===== config.mk =====
export PLATFORM = sky130hd
export DESIGN_NAME = vang_ctrl
export DESIGN_NICKNAME = d
export VERILOG_FILES = /design/src/design/vang_pkg.sv /design/src/design/vang_ctrl.sv
export SDC_FILE = /design/constraint.sdc
export NUM_CORES = 1
export LEC_CHECK = 0
export ABC_AREA = 1
export BUFFER_PORTS_ARGS = -buffer_cell sky130_fd_sc_hd__buf_2
export CORE_AREA = 10 10 59 61
export DETAILED_ROUTE_END_ITERATION = 8
export DIE_AREA = 0 0 69 71
export MAX_ROUTING_LAYER = met4
export SLEW_MARGIN = 20
export SYNTH_ARGS = -nofsm -noshare
export SYNTH_HDL_FRONTEND = slang
export SYNTH_SLANG_ARGS = --single-unit

===== constraint.sdc =====
create_clock -name clk -period 2 [get_ports clk]
set_clock_uncertainty 0.1 [all_clocks]
set_input_delay 0.1 -clock clk [delete_from_list [all_inputs] [get_ports clk]]
set_output_delay 0.1 -clock clk [all_outputs]
set_load 0.005 [all_outputs]

===== src/design/vang_pkg.sv =====
// Shared types, constants and the arc tangent table for the vector angle block.
package vang_pkg;

  localparam int NW       = 124;  // normalized product width
  localparam int RT_W     = 62;   // square root width
  localparam int REM_W    = 66;   // square root remainder width
  localparam int CW       = 64;   // CORDIC x/y width
  localparam int ZW       = 34;   // CORDIC angle accumulator width
  localparam int CNT_W    = 7;    // step counter width
  localparam int CORD_N   = 30;   // CORDIC iterations
  localparam int IDX_W    = 5;

  typedef enum logic [3:0] {
    S_ACC, S_CHECK, S_MULP, S_LOADD, S_MULD, S_SUB,
    S_NORM, S_SQRT, S_CLOAD, S_CORD, S_DONE
  } state_t;

  typedef struct packed {
    logic             mul_load_p;
    logic             mul_load_d;
    logic             mul_step;
    logic             sub_load;
    logic             norm_step;
    logic             sqrt_load;
    logic             sqrt_step;
    logic             cordic_load;
    logic             cordic_step;
    logic [IDX_W-1:0] cord_idx;
    logic             out_load;
  } cmd_t;

  typedef struct packed {
    logic too_long;
    logic degen;
    logic norm_done;
    logic out_free;
  } sts_t;

  // atan(2^-i) in units of pi/2^31
  function automatic logic [29:0] atan_val(input logic [IDX_W-1:0] i);
    logic [29:0] v;
    unique case (i)
      5'd0:  v = 30'h20000000;
      5'd1:  v = 30'h12E4051E;
      5'd2:  v = 30'h09FB385B;
      5'd3:  v = 30'h051111D4;
      5'd4:  v = 30'h028B0D43;
      5'd5:  v = 30'h0145D7E1;
      5'd6:  v = 30'h00A2F61E;
      5'd7:  v = 30'h00517C55;
      5'd8:  v = 30'h0028BE53;
      5'd9:  v = 30'h00145F2F;
      5'd10: v = 30'h000A2F98;
      5'd11: v = 30'h000517CC;
      5'd12: v = 30'h00028BE6;
      5'd13: v = 30'h000145F3;
      5'd14: v = 30'h0000A2FA;
      5'd15: v = 30'h0000517D;
      5'd16: v = 30'h000028BE;
      5'd17: v = 30'h0000145F;
      5'd18: v = 30'h00000A30;
      5'd19: v = 30'h00000518;
      5'd20: v = 30'h0000028C;
      5'd21: v = 30'h00000146;
      5'd22: v = 30'h000000A3;
      5'd23: v = 30'h00000051;
      5'd24: v = 30'h00000029;
      5'd25: v = 30'h00000014;
      5'd26: v = 30'h0000000A;
      5'd27: v = 30'h00000005;
      5'd28: v = 30'h00000003;
      5'd29: v = 30'h00000001;
      default: v = 30'h0;
    endcase
    return v;
  endfunction

endpackage


===== src/design/vang_ctrl.sv =====
// Sequencer for the vector angle block: accumulate, then multiply, normalize, root, CORDIC.
module vang_ctrl #(
  parameter int SUM_W = 42
) (
  input  logic            clk,
  input  logic            rst_n,
  input  logic            in_valid,
  input  logic            in_last,
  output logic            in_ready,
  input  vang_pkg::sts_t  sts,
  output logic            acc_en,
  output vang_pkg::cmd_t  cmd
);

  vang_pkg::state_t state_r, state_nxt;
  logic [vang_pkg::CNT_W-1:0] cnt_r, cnt_nxt;

  localparam logic [vang_pkg::CNT_W-1:0] MUL_END  = vang_pkg::CNT_W'(SUM_W - 1);
  localparam logic [vang_pkg::CNT_W-1:0] SQRT_END = vang_pkg::CNT_W'(vang_pkg::RT_W - 1);
  localparam logic [vang_pkg::CNT_W-1:0] CORD_END = vang_pkg::CNT_W'(vang_pkg::CORD_N - 1);

  assign in_ready = (state_r == vang_pkg::S_ACC);
  assign acc_en   = in_valid & in_ready;

  always_comb begin
    state_nxt = state_r;
    unique case (state_r)
      vang_pkg::S_ACC:   if (acc_en && in_last) state_nxt = vang_pkg::S_CHECK;
      vang_pkg::S_CHECK: begin
        if (sts.too_long || sts.degen) state_nxt = vang_pkg::S_DONE;
        else state_nxt = vang_pkg::S_MULP;
      end
      vang_pkg::S_MULP:  if (cnt_r == MUL_END) state_nxt = vang_pkg::S_LOADD;
      vang_pkg::S_LOADD: state_nxt = vang_pkg::S_MULD;
      vang_pkg::S_MULD:  if (cnt_r == MUL_END) state_nxt = vang_pkg::S_SUB;
      vang_pkg::S_SUB:   state_nxt = vang_pkg::S_NORM;
      vang_pkg::S_NORM:  if (sts.norm_done) state_nxt = vang_pkg::S_SQRT;
      vang_pkg::S_SQRT:  if (cnt_r == SQRT_END) state_nxt = vang_pkg::S_CLOAD;
      vang_pkg::S_CLOAD: state_nxt = vang_pkg::S_CORD;
      vang_pkg::S_CORD:  if (cnt_r == CORD_END) state_nxt = vang_pkg::S_DONE;
      vang_pkg::S_DONE:  if (sts.out_free) state_nxt = vang_pkg::S_ACC;
      default:           state_nxt = vang_pkg::S_ACC;
    endcase
  end

  assign cnt_nxt = (state_nxt != state_r) ? '0 : cnt_r + 1'b1;

  always_comb begin
    cmd          = '0;
    cmd.cord_idx = cnt_r[vang_pkg::IDX_W-1:0];
    unique case (state_r)
      vang_pkg::S_CHECK: cmd.mul_load_p = !(sts.too_long || sts.degen);
      vang_pkg::S_MULP:  cmd.mul_step   = 1'b1;
      vang_pkg::S_LOADD: cmd.mul_load_d = 1'b1;
      vang_pkg::S_MULD:  cmd.mul_step   = 1'b1;
      vang_pkg::S_SUB:   cmd.sub_load   = 1'b1;
      vang_pkg::S_NORM: begin
        cmd.norm_step = !sts.norm_done;
        cmd.sqrt_load = sts.norm_done;
      end
      vang_pkg::S_SQRT:  cmd.sqrt_step   = 1'b1;
      vang_pkg::S_CLOAD: cmd.cordic_load = 1'b1;
      vang_pkg::S_CORD:  cmd.cordic_step = 1'b1;
      vang_pkg::S_DONE:  cmd.out_load    = sts.out_free;
      default: ;
    endcase
  end

  always_ff @(posedge clk) begin
    if (!rst_n) begin
      state_r <= vang_pkg::S_ACC;
      cnt_r   <= '0;
    end else begin
      state_r <= state_nxt;
      cnt_r   <= cnt_nxt;
    end
  end

endmodule


Word-level counts from Yosys, hierarchy flattened
Index checks and enable logic that the tools add are counted.

operators by class
  add/sub/neg operators = 1
  multiply operators = 0
  div/mod/pow operators = 0
  $lt $le $gt $ge = 0
  eq/ne operators = 14
  shifts and indexed selects = 0
  multiplexer cells = 18
  bitwise gates (word level) = 2
  reduce and logical (&&, ||, !) cells = 7

operator list
  kind                   count
  $pmux W4 S11           1
  $mux W4                8
  $eq A4 B3 Y1 const B   4
  $eq A7 B6 Y1 const B   2
  $eq A4 B4 Y1 const B   3
  $eq A4 B2 Y1 const B   2
  $mux W1                8
  $add A7 B1 Y7 const B  1
  $eq A7 B5 Y1 const B   1
  $eq A4 B1 Y1 const B   1
  $logic_not A4 Y1       1
  $ne A4 B4 Y1           1
  $reduce_or A2 Y1       2
  $logic_not A1 Y1       2
  $mux W2                1
  $and A1 B1 Y1          1
  $logic_and A1 B1 Y1    1
  $logic_or A1 B1 Y1     1
  $not A1 Y1             1

storage, ports and cells
  bits in registers = 11
  bits in latches = 0
  memory bits (writable) = 0
  ROM bits = 0
  input port bits = 8
  output and inout bits = 17
  logic and storage cells = 44
  memories = 0

Logic depth before layout (Yosys ltp)
Gate-level depths: netlist (run 1).

  word-level depth = 7
  mapped depth = 12
  gate-level depth less buffers = 12

Least setup slack after synthesis (run 1)
No wires, ideal clock.

  kind = reg-to-reg
  start point = register cnt_r[0] (netlist name)
  end point = register cnt_r[0] (netlist name)
  library setup time = 0.117 ns
  arrival = 1.326 ns
  data required time = 1.783 ns
  path slack = 0.457 ns
  stages on the path, launching flop included = 11
  path buffers = 0
  clock period less this slack = 1.543 ns
  cell sequence = dfxtp_1 -> ha_1 -> nand3_1 -> nor2_1 -> nor2_1 -> nor2_1 -> nand3_2 -> nand2_1 -> nand2_2 -> nand2_4 -> nor2_2

between the ends
  longest elaborated chain between the ends = 5
  elaborated cells between the ends (all ways) = 11
  those cells by class = 1 x add/sub; 4 x eq/ne; 5 x mux; 1 x reduce/logical

RTL lines
  what                                        line             text
  from (decl)                                 vang_ctrl.sv:16  logic [vang_pkg::CNT_W-1:0] cnt_r, cnt_nxt;
  from (signal assigned)                      vang_ctrl.sv:75  cnt_r <= cnt_nxt;
  $eq A7 B5 Y1, or another cell as far along  vang_ctrl.sv:40  vang_pkg::S_CORD: if (cnt_r == CORD_END) state_nxt = vang_pkg::S_DONE;
  $mux W4 (on tied branches)                  n/a
  $pmux W4 S11                                vang_ctrl.sv:27  unique case (state_r)
  $ne A4 B4 Y1                                vang_ctrl.sv:46  assign cnt_nxt = (state_nxt != state_r) ? '0 : cnt_r + 1'b1;
  $reduce_or A2 Y1 (no line)                  n/a

Parallel ways exist; a longest one is shown, timed or not.
A chain may end at the register's enable or synchronous reset.

Final worst setup path (run 1)
  start point = register cnt_r[0] (netlist name)
  end point = register cnt_r[3] (netlist name)

The elaborated chain is that of the path after synthesis.

==> results.txt, run 1 <==
worst ir drop on vdd - 0.369 mV
worst endpoint data arrival time - 1.89 ns
TNS Setup - 0 ns
Routed WL - 2270 um
post-DP HPWL - 1900 um
CTS Buf Count - 3
CTS H-Tree Depth - 1
CP bufs+invs - 1
fin crit period - 1.82 ns
RSZ-0062 raised after global routing - false
sequential fraction of the synthesis area - 0.248
worst-margin pin slew - 0.440 ns
core region area - 2390 um^2
syn_area_per_cell - 6.59 um^2
drt wl/cell - 12.1 um
Top cell by count, worst path - nand2_1
WP data required - 2.07 ns
GRT overflow - 0
Placed Cells incl. Taps - 183
Max Root-Sink Buffers - 2
Starting Density - 0.373
port bufs - 24
synthesized cell area - 890 um^2
slowest CP cell - dfxtp_1
outcome - complete, no violations
Clock transition at path regs - 0.07 ns
die area - 4900 um^2
f_max - 549 MHz
Die Wd - 69 um
DRC viols - 0
crit end category - register
final setup violation count - 0
FF+latch count, synth - 11
synth-to-layout area growth - 16.7%
first-pass GRT wire length - 3840 um
io pins - 25
NumNets Final - 169
Synthesis Warnings - 0
iteration-0 DRC count of the detailed router - 79
Site Rows - 18
Final Hold Viols - 0
Pre-antenna DRT Iters - 4
Syn Nets - 145
clock sink count - 11
Period Utilization, post-route - 0.910
max-cap violations - 0
TritonCTS clock tree - built
PD cells - 645 nW/um^2
layout cells sized above 1 - 0.367
Pleak - 0.493 nW
critical path class - reg -> reg
total number of vias - 877
Final Wtd Congestion - 0.903
CTS Root Cell - clkbuf_4
vias per inst - 4.66
HP Class - in -> reg
max incr delay on CP - 0.42 ns
vias in the first global route - 843
cells along the critical path - ha_1 > inv_1 > nor2_1 > nand2_1 > o21ai_0 > nand2_1 > nand3_1 > nor2_4 > nand2_4 > nor2_2
Area after DPL - 1000 um^2
gr usage total - 0.0958
diode count - 0
total power - 0.670 mW
Die Ht - 71 um
Synth Instances - 135
post-route cell area - 1040 um^2
Routed Antenna Nets - 0
library cells used by synthesis - 23
max_slew headroom - 0.706
number of setup buffers added after CTS - 0
fin. max-slew vios - 0
CP delay by family, top - simple AND/OR/NAND/NOR gates
clk_lat worst skew - 0.28 ns
antenna violations before repair - 0
CP Max Fanout - 7
final std cells w/o fill - 188
Startpoint Class - register
largest net degree at the start of global routing - 11
## timing repair
| action | 4_1_cts | 5_1_grt |
|---|---|---|
| resized for setup | 0 | 0 |
| hold buffers | 1 | 0 |
| hold endpoints to repair | 2 | 0 |
## area by class of cell
cell class              instances  area [um^2]
repair buffers                 25          130
clock buffers                   4         26.3
well taps                      30         37.5
multi-input cells              97          546
flip-flops and latches         11          220
fillers                       263         1350
inverters                      21         78.8
## registers in the layout, indices dropped and copies added (netlist names)
name     cells
cnt_r        7
state_r      4
## placed cells by master (no fill, tap or decap), drive strengths merged
cell         synthesis  layout
a211oi               1       1
a41oi                1       1
buf                  6      24
clkbuf               0       4
dfxtp               11      11
dlygate4sd3          0       1
ha                   2       2
inv                 21      21
nand2               28      28
nand3               17      17
nand4                3       3
nor2                31      31
nor3                 2       2
nor4                 2       2
o21ai                4       4
or2                  1       1
xnor2                1       1
xor2                 4       4
## logic make-up (layout without fill, tap and decap cells)
family | after synthesis | in the layout | synth area share
AO/OA/AOI/OAI | 6 | 6 | 0.0450
buffers and inverters | 27 | 50 | 0.139
adder cells (fa/ha/maj) | 2 | 2 | 0.0281
AND/OR/NAND/NOR | 84 | 84 | 0.491
XOR/XNOR | 5 | 5 | 0.0492
flip-flops | 11 | 11 | 0.248
## layer usage
metal  track usage  vias up  part of all wire
met5             -        -                 0
met4        0.0537        0             0.018
met3        0.0237        4             0.054
met2         0.138       24              0.43
met1         0.118      379              0.50
li1              -      470                 -
## cell usage after synthesis
| cell type | n | area share |
|---|---|---|
| a211oi_1 | 1 | 0.0084 |
| a41oi_1 | 1 | 0.0098 |
| buf_4 | 6 | 0.051 |
| dfxtp_1 | 11 | 0.25 |
| ha_1 | 2 | 0.028 |
| inv_1 | 13 | 0.055 |
| inv_2 | 8 | 0.034 |
| nand2_1 | 21 | 0.089 |
| nand2_2 | 6 | 0.042 |
| nand2_4 | 1 | 0.013 |
| nand3_1 | 15 | 0.084 |
| nand3_2 | 2 | 0.023 |
| nand4_1 | 3 | 0.021 |
| nor2_1 | 19 | 0.080 |
| nor2_2 | 8 | 0.056 |
| nor2_4 | 4 | 0.051 |
| nor3_1 | 2 | 0.011 |
| nor4_1 | 2 | 0.014 |
| o21ai_0 | 3 | 0.017 |
| o21ai_2 | 1 | 0.0098 |
| or2_2 | 1 | 0.0070 |
| xnor2_1 | 1 | 0.0098 |
| xor2_1 | 4 | 0.039 |
## where the power goes
group | internal (mW) | leakage, nW | switching (mW)
Combinational | 0.0902 | 0.389 | 0.151
Sequential | 0.238 | 0.0893 | 0.0322
Clock | 0.0775 | 0.0150 | 0.0815
## final timing paths
kind	startpoint	to	slack (ns)	cells past startpoint
max	cnt_r[0]	cnt_r[3]	0.18	10
min	sts[0]	state_r[3]	0.09	4
max reg2reg	cnt_r[0]	cnt_r[3]	0.18	10
min reg2reg	cnt_r[0]	cnt_r[0]	0.40	1
## through the flow
step	setup slack, ns	util	hold WS [ns]
3_5_place_dp	0.175	0.420	0.242
3_3_place_gp	0.226	0.420	0.242
4_1_cts	0.150	0.435	0.0854
6_report	0.179	0.435	0.0924
5_1_grt	0.0196	0.435	0.119
2_1_floorplan	0.457	-	0.0976
## worst min-delay path, cell delays in order
cell     delay [ns]
buf_2          0.07
inv_1          0.05
nand3_2        0.09
a41oi_1        0.11
Power figures use the tool's default switching activity.
==> run 2, diff against run 1 <==
SETUP_SLACK_MARGIN = 0.5   (was default)
==> results.txt, run 2 (synthesis gave the netlist of run 1 again) <==
outcome - complete, no violations
max FFs per register - 7
TNS Setup - 0 ns
Pleak - 0.542 nW
clock sink count - 11
Routed Antenna Nets - 0
most common cell after layout, fill and taps aside - buf_2
io pins - 25
largest net degree at the start of global routing - 11
Period Utilization, post-route - 0.782
synth-to-layout area growth - 28.8%
port bufs - 24
register area - 236 um^2
crit end category - register
fill count - 254
reg2reg setup slack - 0.44 ns
DRC viols - 0
drt wl/cell - 12.4 um
worst endpoint data arrival time - 1.63 ns
NumNets Final - 174
largest reg by FF count - cnt_r
Die Wd - 69 um
total number of vias - 931
diode count - 0
Site Rows - 18
layout cells sized above 1 - 0.521
CTS Buf Count - 3
Starting Density - 0.373
vias per inst - 4.82
Final Wtd Congestion - 0.864
CTS H-Tree Depth - 1
Clock transition at path regs - 0.07 ns
max-cap violations - 0
TritonCTS clock tree - built
post-route cell area - 1150 um^2
fin. max-slew vios - 0
WP data required - 2.07 ns
CTS Root Cell - clkbuf_4
final setup violation count - 0
gr usage total - 0.0945
critical path class - reg -> reg
post-DP HPWL - 1850 um
Die Ht - 71 um
GRT overflow - 0
worst ir drop on vdd - 0.374 mV
PD cells - 644 nW/um^2
core region area - 2390 um^2
vias in the first global route - 881
worst-margin pin slew - 0.211 ns
Max Root-Sink Buffers - 2
Final Hold Viols - 0
RSZ-0062 raised after global routing - true
f_max - 639 MHz
Area after DPL - 1000 um^2
antenna violations before repair - 0
clk_lat worst skew - 0.27 ns
iteration-0 DRC count of the detailed router - 48
max_slew headroom - 0.858
commonest cells after routing, fill and taps aside - buf_2 (24), nand2_1 (18), nor2_1 (16)
biggest regs - cnt_r: 7 flops, state_r: 4 flops
Pre-antenna DRT Iters - 4
CP Max Fanout - 7
die area - 4900 um^2
HP Class - in -> reg
fin crit period - 1.56 ns
first-pass GRT wire length - 3940 um
Routed WL - 2390 um
Startpoint Class - register
multi-input combinational cell area - 597 um^2
## run 2: cell types whose count changed in the layout (fill, tap and decap cells not counted), moves of 3 or more
cell | before | now
buf_4 | 0 | 5
nand3_1 | 15 | 12
dfxtp_1 | 11 | 2
nand3_2 | 2 | 5
dfxtp_2 | 0 | 7
nor2_1 | 19 | 16
nand2_1 | 21 | 18
nor2_2 | 8 | 11
## run 2: worst max-delay path: stages (launching register included)
cell and delay (ns):
dfxtp_2 0.33, inv_2 0.06, ha_4 0.15, nand3_2 0.11, nor2_2 0.14, nor2_1 0.05
nor2_1 0.12, nand3_2 0.08, nand2_1 0.08, nand2_2 0.06, nand2_4 0.13, nor2_2 0.05
## run 2: layout make-up
class / instances / area share
multi-input combinational: 97 / 0.521
sequential: 11 / 0.206
timing repair buffer: 30 / 0.146
inverter: 21 / 0.0710
tap: 30 / 0.0328
clock buffer: 4 / 0.0229
## run 2: where the power goes
part           internal [mW]  leakage [nW]  switching [mW]  total [mW]
clock                 0.0773        0.0150          0.0751       0.152
sequential             0.244        0.0940          0.0295       0.273
combinational          0.135         0.433           0.178       0.313
total                  0.456         0.542           0.282       0.739
## run 2: path summary, 6_finish.rpt
| check | startpoint | end | cells after the start |
|---|---|---|---|
| setup / recovery | cnt_r[1] | cnt_r[1] | 11 |
| hold / removal | sts[0] | state_r[3] | 4 |
| setup reg to reg | cnt_r[1] | cnt_r[1] | 11 |
| hold reg to reg | cnt_r[0] | cnt_r[1] | 2 |
## run 2: metal layers
metal  wire length, um  up-vias  track usage
met5                 0        -            -
met2              1090       20        0.146
li1                  -      481            -
met3               120        6       0.0237
met1              1130      424        0.111
met4                52        0       0.0470
## run 2: metrics by stage
stage          total power, mW  hold slack, ns  setup slack (ns)  std cells  utilization
2_1_floorplan            0.462          0.0976             0.507        135            -
3_3_place_gp             0.517           0.248             0.237        183        0.420
3_5_place_dp             0.519           0.248             0.251        183        0.420
4_1_cts                  0.731          0.0891             0.439        192        0.466
5_1_grt                  0.787           0.129             0.341        193        0.480
6_report                 0.739          0.0917             0.436        193        0.480
## run 2: what timing repair did
item | 4_1_cts | 5_1_grt
pin swaps | 12 | 11
endpoints found under the setup margin | 13 | 10
endpoints found under the hold margin | 2 | 0
resized for setup | 19 | 9
buffers inserted | 4 | 1
hold buffers | 1 | 0
==> run 3, diff against run 2 <==
ABC_AREA = 0   (was 1)
CORE_AREA = 10 10 57 59   (was 10 10 59 61)
DIE_AREA = 0 0 67 69   (was 0 0 69 71)
PLACE_DENSITY = 0.65   (was default)
clock period = 1.3 ns   (was 2 ns; I/O delays follow)
==> results.txt, run 3 <==
Starting Density - 0.390
Final Hold Viols - 0
commonest register cell after synthesis - dfxtp_1
Startpoint Class - register
io pins - 25
worst reg2reg path startpoint - cnt_r[1]
commonest cells after routing, fill and taps aside - buf_4 (30), buf_6 (24), buf_2 (19)
largest net degree at the start of global routing - 8
DRC viols - 0
Routed WL - 3250 um
worst ir drop on vdd - 0.781 mV
die area - 4620 um^2
vias per inst - 5.35
Synth Instances - 100
CTS Root Cell - clkbuf_4
library cells used by synthesis - 39
slowest CP cell - nor4b_4
area share of the largest cell type after synthesis - 0.263
largest reg by FF count - cnt_r
WP data required - 1.35 ns
largest cells by area after synthesis - dfxtp_1 (26%), nor2_1 (7.2%), buf_4 (5.4%)
end of the worst hold path - state_r[3]
most frequent cell after synthesis - nor2_1
total power - 1.74 mW
sequential fraction of the synthesis area - 0.263
Syn Nets - 110
async set-reset flop share out of synthesis - 0
CP Max Fanout - 7
drt wl/cell - 16.4 um
critical path class - reg -> reg
antenna violations before repair - 0
PD cells - 1030 nW/um^2
iteration-0 DRC count of the detailed router - 55
clk_lat worst skew - 0.27 ns
synth-to-layout area growth - 102%
outcome - finished with violations
hold_ws - 0.0177 ns
first-pass GRT wire length - 4640 um
vias in the first global route - 1041
CTS H-Tree Depth - 1
Die Wd - 67 um
clock sink count - 11
Yosys top cell by area - dfxtp_1
core region area - 2150 um^2
RSZ-0062 raised after global routing - true
final setup margin - -0.490 ns
Clock transition at path regs - 0.07 ns
Synthesis Warnings - 0
multi-input combinational cell area - 754 um^2
syn_area_per_cell - 8.38 um^2
register area - 243 um^2
reg2reg setup slack - -0.49 ns
total number of vias - 1059
FF+latch count, synth - 11
Worst Hold Depth - 2
post-DP HPWL - 1960 um
Pre-antenna DRT Iters - 4
reg2reg end - cnt_r[4]
TritonCTS clock tree - built
Period Utilization, post-route - 1.38
worst-margin pin slew - 0.339 ns
fin. max-slew vios - 0
most common cell after layout, fill and taps aside - buf_4
cells along the critical path - inv_2 > ha_4 > nand3b_1 > nor4b_4 > a2111oi_4 > o2111ai_4 > nor2_1
max FFs per register - 7
Site Rows - 17
f_max - 559 MHz
diode count - 0
Post-synth EDFFs - 0
fin crit period - 1.79 ns
biggest regs - cnt_r: 7 flops, state_r: 4 flops
max_slew headroom - 0.774
port bufs - 24
Final Wtd Congestion - 0.818
failing checks - setup timing
FF-to-FF path depth - 7
Routed Antenna Nets - 0
layout cells sized above 1 - 0.700
NumNets Final - 181
fill count - 139
Hold Path Origin - rst_n
synthesized cell area - 838 um^2
Pleak - 0.699 nW
Die Ht - 69 um
gr usage total - 0.124
Max Root-Sink Buffers - 2
crit end category - register
GRT overflow - 0
final setup violation count - 23
Post-synth top cells - nor2_1 (16), dfxtp_1 (11), buf_4 (6)
max-cap violations - 0
final std cells w/o fill - 198
max incr delay on CP - 0.38 ns
HP Class - in -> reg
worst endpoint data arrival time - 1.84 ns
CTS Buf Count - 3
Placed Cells incl. Taps - 179
==> run 3: changes by cell type in the layout (fill, tap and decap cells not counted), sizes merged, moves of 2 or more <==
cell and delta:
a21oi +3, and2 +2, and3 +2, buf +45, inv -17, nand2 -23, nand2b +5, nand3 -12
nand4 -2, nor2 -15, nor3 +5
==> run 3: worst max-delay path: cells and delay by family (launching register included) <==
| family | cells | cell delay (ns) |
|---|---|---|
| buf+inv | 1 | 0.06 |
| fa+ha+maj | 1 | 0.12 |
| compound gates | 2 | 0.44 |
| flops | 1 | 0.32 |
| simple gates | 3 | 0.63 |
==> run 3: final cells by class <==
class	count	share of cell area
multi-input combinational	76	0.446
timing repair buffer	75	0.364
sequential	11	0.143
tap	28	0.0207
clock buffer	4	0.0155
inverter	4	0.0104
==> run 3: timing repair <==
item / in CTS / in global routing
gates resized for setup: 47 / 15
pin swaps: 14 / 12
setup buffers: 9 / 5
hold endpoints to repair: 1 / 0
hold buffers: 1 / 0
setup endpoints to repair: 28 / 28
==> run 3: routing by layer <==
layer  track usage  share of wire  up-vias
met2         0.219           0.54       42
met1         0.121           0.37      506
met3        0.0419          0.071       10
li1              -              -      501
met5             -              0        -
met4        0.0407          0.021        0
==> run 3: worst max path at each step <==
stage / start / to / slack, ns
4_1_cts: cnt_r[1] / cnt_r[3] / -0.43
3_3_place_gp: cnt_r[1] / cnt_r[4] / -0.38
2_1_floorplan: cnt_r[1] / cnt_r[2] / -0.29
5_1_grt: cnt_r[1] / cnt_r[4] / -0.57
6_report: cnt_r[1] / cnt_r[4] / -0.49
3_5_place_dp: cnt_r[1] / cnt_r[3] / -0.43
==> run 3: cell families after synthesis <==
| group | Yosys count | share of synthesized area |
|---|---|---|
| buf+inv | 13 | 0.0895 |
| simple gates | 49 | 0.345 |
| xor+xnor | 6 | 0.0627 |
| compound gates | 19 | 0.210 |
| flops | 11 | 0.263 |
| fa+ha+maj | 2 | 0.0298 |
==> run 3: stage by stage <==
step / TNS (ns) / setup slack [ns] / area [um^2] / util
2_1_floorplan: -2.24 / -0.294 / 936 / -
3_3_place_gp: -3.25 / -0.377 / 1280 / 0.595
3_5_place_dp: -3.66 / -0.427 / 1280 / 0.595
4_1_cts: -5.34 / -0.432 / 1570 / 0.730
5_1_grt: -8.03 / -0.568 / 1690 / 0.787
6_report: -6.37 / -0.490 / 1690 / 0.787
==> run 3: power breakdown <==
group	internal, mW	leakage (nW)	switching [mW]	total, mW
logic	0.605	0.590	0.443	1.05
clock network	0.119	0.0150	0.118	0.237
registers	0.387	0.0944	0.0674	0.455
